===== src/hw/rtl/kva_pkg.sv =====
// kva_pkg: shared types and constants for the keyed vote accumulator
// used by kva_cell and keyed_vote_accumulator; no dependencies

package kva_pkg;

  localparam int TABLE_ENTRIES = 256;
  localparam int IDX_W         = (TABLE_ENTRIES > 1) ? $clog2(TABLE_ENTRIES) : 1;

  localparam int ROAD_W  = 10;
  localparam int POS_W   = 17;
  localparam int SEG_W   = 14;
  localparam int KIND_W  = 8;
  localparam int VOTE_W  = 16;
  localparam int TOTAL_W = 32;
  localparam int EIDX_W  = 8;

  // half-km floor: sixteenths shifted down by three
  localparam int SEG_SHIFT = POS_W - SEG_W;

  typedef struct packed {
    logic [ROAD_W-1:0] road;
    logic [POS_W-1:0]  km_sixteenths;
    logic [KIND_W-1:0] kind;
    logic [VOTE_W-1:0] votes;
  } in_beat_t;

  typedef struct packed {
    logic [EIDX_W-1:0]  entry_index;
    logic [TOTAL_W-1:0] total;
    logic               created;
    logic               dropped;
  } out_beat_t;

  // report travelling along the cell chain
  typedef struct packed {
    logic               valid;
    logic               done;
    logic [ROAD_W-1:0]  road;
    logic [SEG_W-1:0]   segment;
    logic [KIND_W-1:0]  kind;
    logic [VOTE_W-1:0]  votes;
    logic [IDX_W-1:0]   idx;
    logic [TOTAL_W-1:0] total;
    logic               created;
  } kva_item_t;

  // low byte of a slot index, zero extended for small tables
  function automatic logic [EIDX_W-1:0] to_entry_index(input logic [IDX_W-1:0] idx);
    logic [IDX_W+EIDX_W-1:0] wide;
    wide = {{EIDX_W{1'b0}}, idx};
    return wide[EIDX_W-1:0];
  endfunction

endpackage


===== src/hw/rtl/kva_cell.sv =====
// kva_cell: one table slot plus one stage of the report chain
// depends on kva_pkg

module kva_cell (
  input  logic               clk,
  input  logic               rst_n,
  input  logic               advance,
  input  logic [kva_pkg::IDX_W-1:0] cell_idx,
  input  kva_pkg::kva_item_t item_in,
  output kva_pkg::kva_item_t item_out,
  output logic               slot_valid
);
  import kva_pkg::*;

  logic               slot_valid_r;
  logic [ROAD_W-1:0]  slot_road_r;
  logic [SEG_W-1:0]   slot_segment_r;
  logic [KIND_W-1:0]  slot_kind_r;
  logic [TOTAL_W-1:0] slot_total_r;
  kva_item_t          item_r;
  kva_item_t          item_nxt;

  logic               key_hit;
  logic               hit;
  logic               claim;
  logic [TOTAL_W:0]   sum;
  logic [TOTAL_W-1:0] sat_total;

  always_comb begin
    key_hit = slot_valid_r && (slot_road_r == item_in.road)
              && (slot_segment_r == item_in.segment) && (slot_kind_r == item_in.kind);
    sum       = {1'b0, slot_total_r} + {{(TOTAL_W+1-VOTE_W){1'b0}}, item_in.votes};
    sat_total = sum[TOTAL_W] ? {TOTAL_W{1'b1}} : sum[TOTAL_W-1:0];
    hit       = 1'b0;
    claim     = 1'b0;
    item_nxt  = item_in;
    if (item_in.valid && !item_in.done) begin
      if (key_hit) begin
        hit              = 1'b1;
        item_nxt.done    = 1'b1;
        item_nxt.idx     = cell_idx;
        item_nxt.total   = sat_total;
        item_nxt.created = 1'b0;
      end else if (!slot_valid_r) begin
        // first free slot: every earlier slot is taken, none matched
        claim            = 1'b1;
        item_nxt.done    = 1'b1;
        item_nxt.idx     = cell_idx;
        item_nxt.total   = {{(TOTAL_W-VOTE_W){1'b0}}, item_in.votes};
        item_nxt.created = 1'b1;
      end
    end
  end

  always_ff @(posedge clk) begin
    if (!rst_n) begin
      item_r       <= '0;
      slot_valid_r <= 1'b0;
    end else if (advance) begin
      item_r <= item_nxt;
      if (claim) begin
        slot_valid_r <= 1'b1;
      end
    end
  end

  always_ff @(posedge clk) begin
    if (advance && claim) begin
      slot_road_r    <= item_in.road;
      slot_segment_r <= item_in.segment;
      slot_kind_r    <= item_in.kind;
      slot_total_r   <= {{(TOTAL_W-VOTE_W){1'b0}}, item_in.votes};
    end else if (advance && hit) begin
      slot_total_r <= sat_total;
    end
  end

  assign item_out   = item_r;
  assign slot_valid = slot_valid_r;

endmodule


===== config.mk =====
export PLATFORM = sky130hd
export DESIGN_NAME = kva_cell
export DESIGN_NICKNAME = d
export VERILOG_FILES = /design/src/hw/rtl/kva_pkg.sv /design/src/hw/rtl/kva_cell.sv
export SDC_FILE = /design/constraint.sdc
export NUM_CORES = 1
export LEC_CHECK = 0
export BUFFER_PORTS_ARGS = -buffer_cell sky130_fd_sc_hd__buf_2
export CAP_MARGIN = 10
export CORE_MARGIN = 3
export CORE_UTILIZATION = 50
export DETAILED_ROUTE_END_ITERATION = 16
export PLACE_DENSITY_LB_ADDON = 0.15
export RECOVER_POWER = 50
export SYNTH_ARGS = -nofsm -noshare
export SYNTH_HDL_FRONTEND = slang
export SYNTH_SLANG_ARGS = --single-unit
export TNS_END_PERCENT = 100

===== constraint.sdc =====
create_clock -name clk -period 7.6 [get_ports clk]
set_input_delay 0 -clock clk [delete_from_list [all_inputs] [get_ports clk]]
set_output_delay 0 -clock clk [all_outputs]
set_load 0.1 [all_outputs]

==> results of run 1 <==
## logic make-up after synthesis
logic type | synth area share (%)
buffers and inverters | 3.743
AND/OR/NAND/NOR | 18.30
adder cells (fa/ha/maj) | 2.700
AO/OA/AOI/OAI | 18.21
XOR/XNOR | 4.618
flip-flops | 44.19
multiplexers | 8.239
## worst min-delay path: stages
cell and delay [ns]:
buf_2 0.09, inv_1 0.07, o221a_2 0.19, a21oi_1 0.06
## cell type report
cell class                 count  area, um2  share of cell area, %
timing repair buffer         297       1838                  17.24
tap                          216      270.3                  2.536
clock buffer                  19      442.9                  4.155
clock inverter                13      176.4                  1.655
multi-input combinational    663       4253                  39.90
inverter                      20      75.07                 0.7043
sequential                   156       3603                  33.81
## per-stage QoR
stage               total power (uW)  util (%)  setup WS [ns]  instance area, um2  hold WS, ns
finish                          2377     66.86          4.047               10660      0.04201
global route                    2462     66.86          3.839               10660      0.06638
CTS                             2388     67.85          4.158               10820      0.02390
detailed placement              1454     57.75          4.149                9208       0.2256
global placement                1450     57.75          4.288                9208       0.2212
floorplan                       1334         -          4.298                8155      0.09887
## report_power, final
group	internal (uW)	switching [uW]
Clock	535	367
Sequential	903	21.3
Combinational	144	407
## worst paths after layout
check / cells after the start / start / end
worst max-delay path: 9 / slot_total_r[0] / item_out[13]
worst min-delay path: 4 / item_in[29] / item_out[29]
worst max register to register: 9 / slot_total_r[0] / item_out[13]
worst min register to register: 2 / item_out[0] / item_out[0]
## flip-flops by register name, indices dropped and copies added (netlist names)
register / cells
item_out: 91
slot_total_r: 32
slot_segment_r: 14
slot_road_r: 10
slot_kind_r: 8
slot_valid: 1
## timing repair
action / 4_1_cts / 5_1_grt
hold buffers: 99 / 0
setup buffers: 0 / 0
endpoints found under the hold margin: 133 / 0
## synthesized netlist by cell type (all sizes together), types with 3 or more instances
master   instances
a211oi          13
a21o             9
a21oi           62
a31oi           32
a41o             3
and2             8
and3             7
and4             4
buf             11
clkbuf          45
dfxtp          108
edfxtp          48
ha              16
inv             19
mux2i           66
nand2           39
nand2b          10
nand3           25
nand4           13
nor2           118
nor2b           16
nor3            25
nor4            20
o2111ai          3
o211a            4
o211ai           9
o21a             7
o21ai           59
o22ai            5
o311ai           5
o31ai           10
or3              6
or4              3
xnor2            7
xor2            36
## layer usage
layer	track usage, %	wire length [um]	vias to the layer above
li1	-	-	3824
met1	39.80	11600	3807
met2	46.18	11840	347
met3	5.438	1840	38
met4	7.943	456	0
met5	0	0	-
==> results.toml, run 1 <==
[cts]
clockBufferDepth = 2
cts-resized-gates = 0
cts_tree = "done"
cts_max_level = 4
cts_made_buffers = 17
root_buffer = "clkbuf_16"
clock_latency_ns = 0.43
clkSinkCount = 156
path_clk_slew_ns = 0.06

[worst_setup_path]
critPathCaptureType = "register"
cpPeakStageDelay_ns = 0.77
path_cells = "ha_1, fa_1, a211oi_1, nor2_1, o211a_1, nor3_1, nor3_1, nor2_1, a21oi_1"
crit_family = "simple AND/OR/NAND/NOR gates"
crit_required_ns = 7.86
crit_buf_inv = 0
r2r_slack_ns = 4.05
critPathSlowestCell = "nor2_1"
crit_type = "register to register"
arrival_ns = 3.82
critPathMaxFanout = 11
startpoint_type = "register"

[synthesis]
yosysUniqueCellTypes = 62
syn_area_per_cell_um2 = 9.112
yosys_warnings = 0
synth_edf_count = 48
synth_ff_type = "dfxtp_1"
synth_fp_nets = 1014
synth_cells = 895
synth_top_cell_area_share_pct = 26.51
yosysSeqAreaShare_pct = 44.19
ys_top_cells_by_area = "dfxtp_1 (27%), edfxtp_1 (18%), mux2i_1 (8.1%), nor2_1 (5.4%), xor2_1 (3.9%)"
syn-cell-area_um2 = 8155
ys_ff_latch = 156
synth_top_area_cell = "dfxtp_1"
synth-async-reset-ratio_pct = 0

[power_and_ir_drop]
peakVddDrop_mv = 0.1739
p_leak_uw = 0.004212
power_density_nw_per_um2 = 223.1

[status]
violations = "max-capacitance violations, max-slew violations"
status = "finished, violations left"

[detailed_routing]
first_pass_iters = 7
wl_um = 25740
wl_per_cell_um = 18.60
dr_total_vias = 8016
drt_iter0_drc = 599
drc = 0
antenna_left = 0
viasPerCell = 5.792

[place]
routabilityCongestion = 0.9305
port-buffer-count = 193
place_inst = 1253
hpwl_um = 17470

[min_path]
min_path_type = "primary input to register"

[finish]
drive_gt1_share_pct = 9.846
final_cell_mix = "clkbuf_1 (126), nor2_1 (117), dfxtp_1 (108)"
syn2layout_area_growth_pct = 30.70
antenna_cells = 0
final_common_cell = "clkbuf_1"
filler_cell_count = 1383
final-instance-count-excl-fill = 1384
layout.nets = 1274

[sta]
finalSetupViolCount = 0
slew_violations = 85
finalHoldViolations = 0
tightest_slew_ns = 2.403
timing.fmax_ghz = 0.2814
final.min_clock_period_ns = 3.553
maxSlewHeadroom_pct = -60.19
finalCritPeriodShare_pct = 46.76
clock_skew_ns = 0.01422
tns_ns = 0
rsz0062_at_grt = "false"

[die]
die_y_um = 133.7
die_area_um2 = 17880
core_um2 = 15940
row_count = 46
io_pins = 194
initial_utilization_pct = 51.15
die_width_um = 133.7

[global_route]
grt_max_degree = 68
antenna_found_initial = 0
grt_pass1_wl_um = 41060
grt_pass1_vias = 7651
grt_overflow = 0
gr-usage-all-layers_pct = 28.71

[job]
maxCapViolations = 2
Note: power is estimated with default switching activity, not from simulation.
==> run 2, diff against run 1 <==
- ABC_AREA: unset -> 1
- clock period: 7.6 -> 3.4 ns (I/O delays scaled with it)
==> run 2 against run 1 <==
The flow still finishes with violations (max-capacitance violations, max-slew violations). Largest power group unchanged. Clock-buffer cell count did not move. Clock power rose by 130%. Synthesized cell count rose by 38%.
==> results.toml, run 2 <==
[status]
status = "finished, violations left"
violations = "max-capacitance violations, max-slew violations"

[global_route]
grt_pass1_wl_um = 42950
antenna_found_initial = 0
grt_overflow = 0
grt_max_degree = 82
grt_pass1_vias = 8491
gr-usage-all-layers_pct = 26.92

[worst_setup_path]
reg2reg_depth = 11
crit_type = "primary input to register"
startpoint = "advance"
r2r_slack_ns = 0.64
r2r_end = "item_out[39]"
critPathCaptureType = "register"
crit_required_ns = 3.68
arrival_ns = 3.21
rr_startpoint = "slot_segment_r[0]"
critPathMaxFanout = 67
startpoint_type = "primary input"

[synthesis]
synth_fp_nets = 1358
muxShareOfSynthArea_pct = 1.261
synth_top_cell_area_share_pct = 24.76
synth_adder_area_share_pct = 2.521
ys_top_cells_by_area = "dfxtp_1 (25%), edfxtp_1 (17%), nand2_1 (15%), inv_1 (6.6%), a21oi_1 (6.2%)"
yosysSeqAreaShare_pct = 41.26
synth_compound_area_share_pct = 13.09
synthXorXnorAreaFrac_pct = 2.006
synth-async-reset-ratio_pct = 0
synth_top_family_by_area = "simple AND/OR/NAND/NOR gates"
synth_cells = 1239
synth_ff_type = "dfxtp_1"
ys_ff_latch = 156
syn-cell-area_um2 = 8733
synth_top_area_cell = "dfxtp_1"
yosys.area_share.simple_pct = 30.17
yosys_warnings = 0
synth_most_common_cell = "nand2_1"
synth_edf_count = 48
yosysUniqueCellTypes = 42
syn_area_per_cell_um2 = 7.049
synthTopCellsByCount = "nand2_1 (350), inv_1 (153), nor2_1 (113)"

[sta]
rsz0062_at_grt = "false"
finalSetupViolCount = 0
finalCritPeriodShare_pct = 86.01
tns_ns = 0
final.min_clock_period_ns = 2.924
slew_violations = 150
timing.fmax_ghz = 0.3420
tightest_slew_ns = 3.331
maxSlewHeadroom_pct = -122.0
finalHoldViolations = 0
clock_skew_ns = 0.01351

[place]
hpwl_um = 18750
routabilityCongestion = 0.9573
port-buffer-count = 193
place_inst = 1612

[die]
io_pins = 194
die_width_um = 138.2
die_area_um2 = 19090
die_y_um = 138.2
row_count = 47
initial_utilization_pct = 51.93
core_um2 = 16820

[finish]
syn2layout_area_growth_pct = 28.48
final_common_cell = "nand2_1"
final_cell_mix = "nand2_1 (350), inv_1 (152), nor2_1 (113)"
drive_gt1_share_pct = 11.55
final-instance-count-excl-fill = 1736
largest_register_ffs = 91
layout.nets = 1621

[cts]
clockBufferDepth = 2
cts-resized-gates = 0
clkSinkCount = 156
clock_latency_ns = 0.43
cts_tree = "done"
cts_max_level = 4
path_clk_slew_ns = 0.07
post_cts_buffers = 0
root_buffer = "clkbuf_16"
cts_made_buffers = 17

[power_and_ir_drop]
p_leak_uw = 0.005131
power.net_switching_uw = 1816
peakVddDrop_mv = 0.3463
p_comb_share_pct = 23.9
internal_power_uw = 3592
clock_power_share_pct = 37.9
power_density_nw_per_um2 = 482.0
swShare_pct = 33.58
seq_power_share_pct = 38.2

[detailed_routing]
viasPerCell = 5.192
dr_total_vias = 9014
antenna_left = 0
drt_iter0_drc = 643
wl_um = 26690
first_pass_iters = 5
wl_per_cell_um = 15.37
drc = 0

[min_path]
hold_end = "item_out[21]"
min_path_type = "primary input to register"
hold_depth = 6
hold_start = "item_in[21]"

[job]
maxCapViolations = 2
## run 2: logic make-up after synthesis
| logic type | after synthesis |
|---|---|
| XOR/XNOR | 20 |
| buffers and inverters | 209 |
| flip-flops | 156 |
| AO/OA/AOI/OAI | 218 |
| adder cells (fa/ha/maj) | 17 |
| AND/OR/NAND/NOR | 608 |
| multiplexers | 11 |
## run 2: area by class of cell
cell class | instances | area (um2)
Fill cell | 1542 | 5598
Multi-Input combinational cell | 874 | 4289
Sequential cell | 156 | 3603
Timing Repair Buffer | 292 | 1809
Inverter | 161 | 611.8
Clock buffer | 19 | 442.9
Tap cell | 220 | 275.3
Clock inverter | 13 | 186.4
Antenna cell | 1 | 2.502
## run 2: through the flow
stage	setup WS [ns]	power (uW)	area, um2	hold slack [ns]	utilization (%)
floorplan	0.6231	3032	8733	0.09887	-
global placement	0.8103	3299	9808	0.1979	58.32
detailed placement	0.7557	3310	9808	0.1970	58.32
CTS	0.7121	5427	11350	0.01037	67.48
global route	0.2506	5599	11220	0.04498	66.70
finish	0.4757	5409	11220	0.007907	66.72
## run 2: critical path, stage by stage
cell      delay [ns]
buf_4           0.14
inv_2           0.08
clkbuf_1        2.35
nor2_8          0.20
o21ai_1         0.32
a21oi_1         0.10
## run 2: worst max-delay path by stage
stage | to | depth (start not counted)
finish | item_out[26] | 6
global route | item_out[26] | 6
CTS | slot_total_r[5] | 9
detailed placement | slot_total_r[7] | 9
global placement | slot_total_r[7] | 11
floorplan | slot_total_r[0] | 11
## run 2: repair_timing
action,CTS,global route
hold buffers,91,0
hold endpoints to repair,131,0
setup endpoints to repair,0,0
## run 2: layer usage
layer | GRT usage (%) | vias to the layer above | share of wire (%)
li1 | - | 4515 | -
met1 | 37.31 | 4130 | 46
met2 | 43.99 | 317 | 46
met3 | 3.833 | 52 | 5.5
met4 | 8.060 | 0 | 2.3
met5 | 0 | - | 0
## run 2: power groups by stage
stage	sequential (uW)	combinational [uW]	clock, uW
after floorplan	2620	408	0
after global placement	2100	1200	0
after detailed placement	2100	1210	0
after CTS	2060	1300	2070
after global routing	2080	1380	2150
final	2070	1290	2050
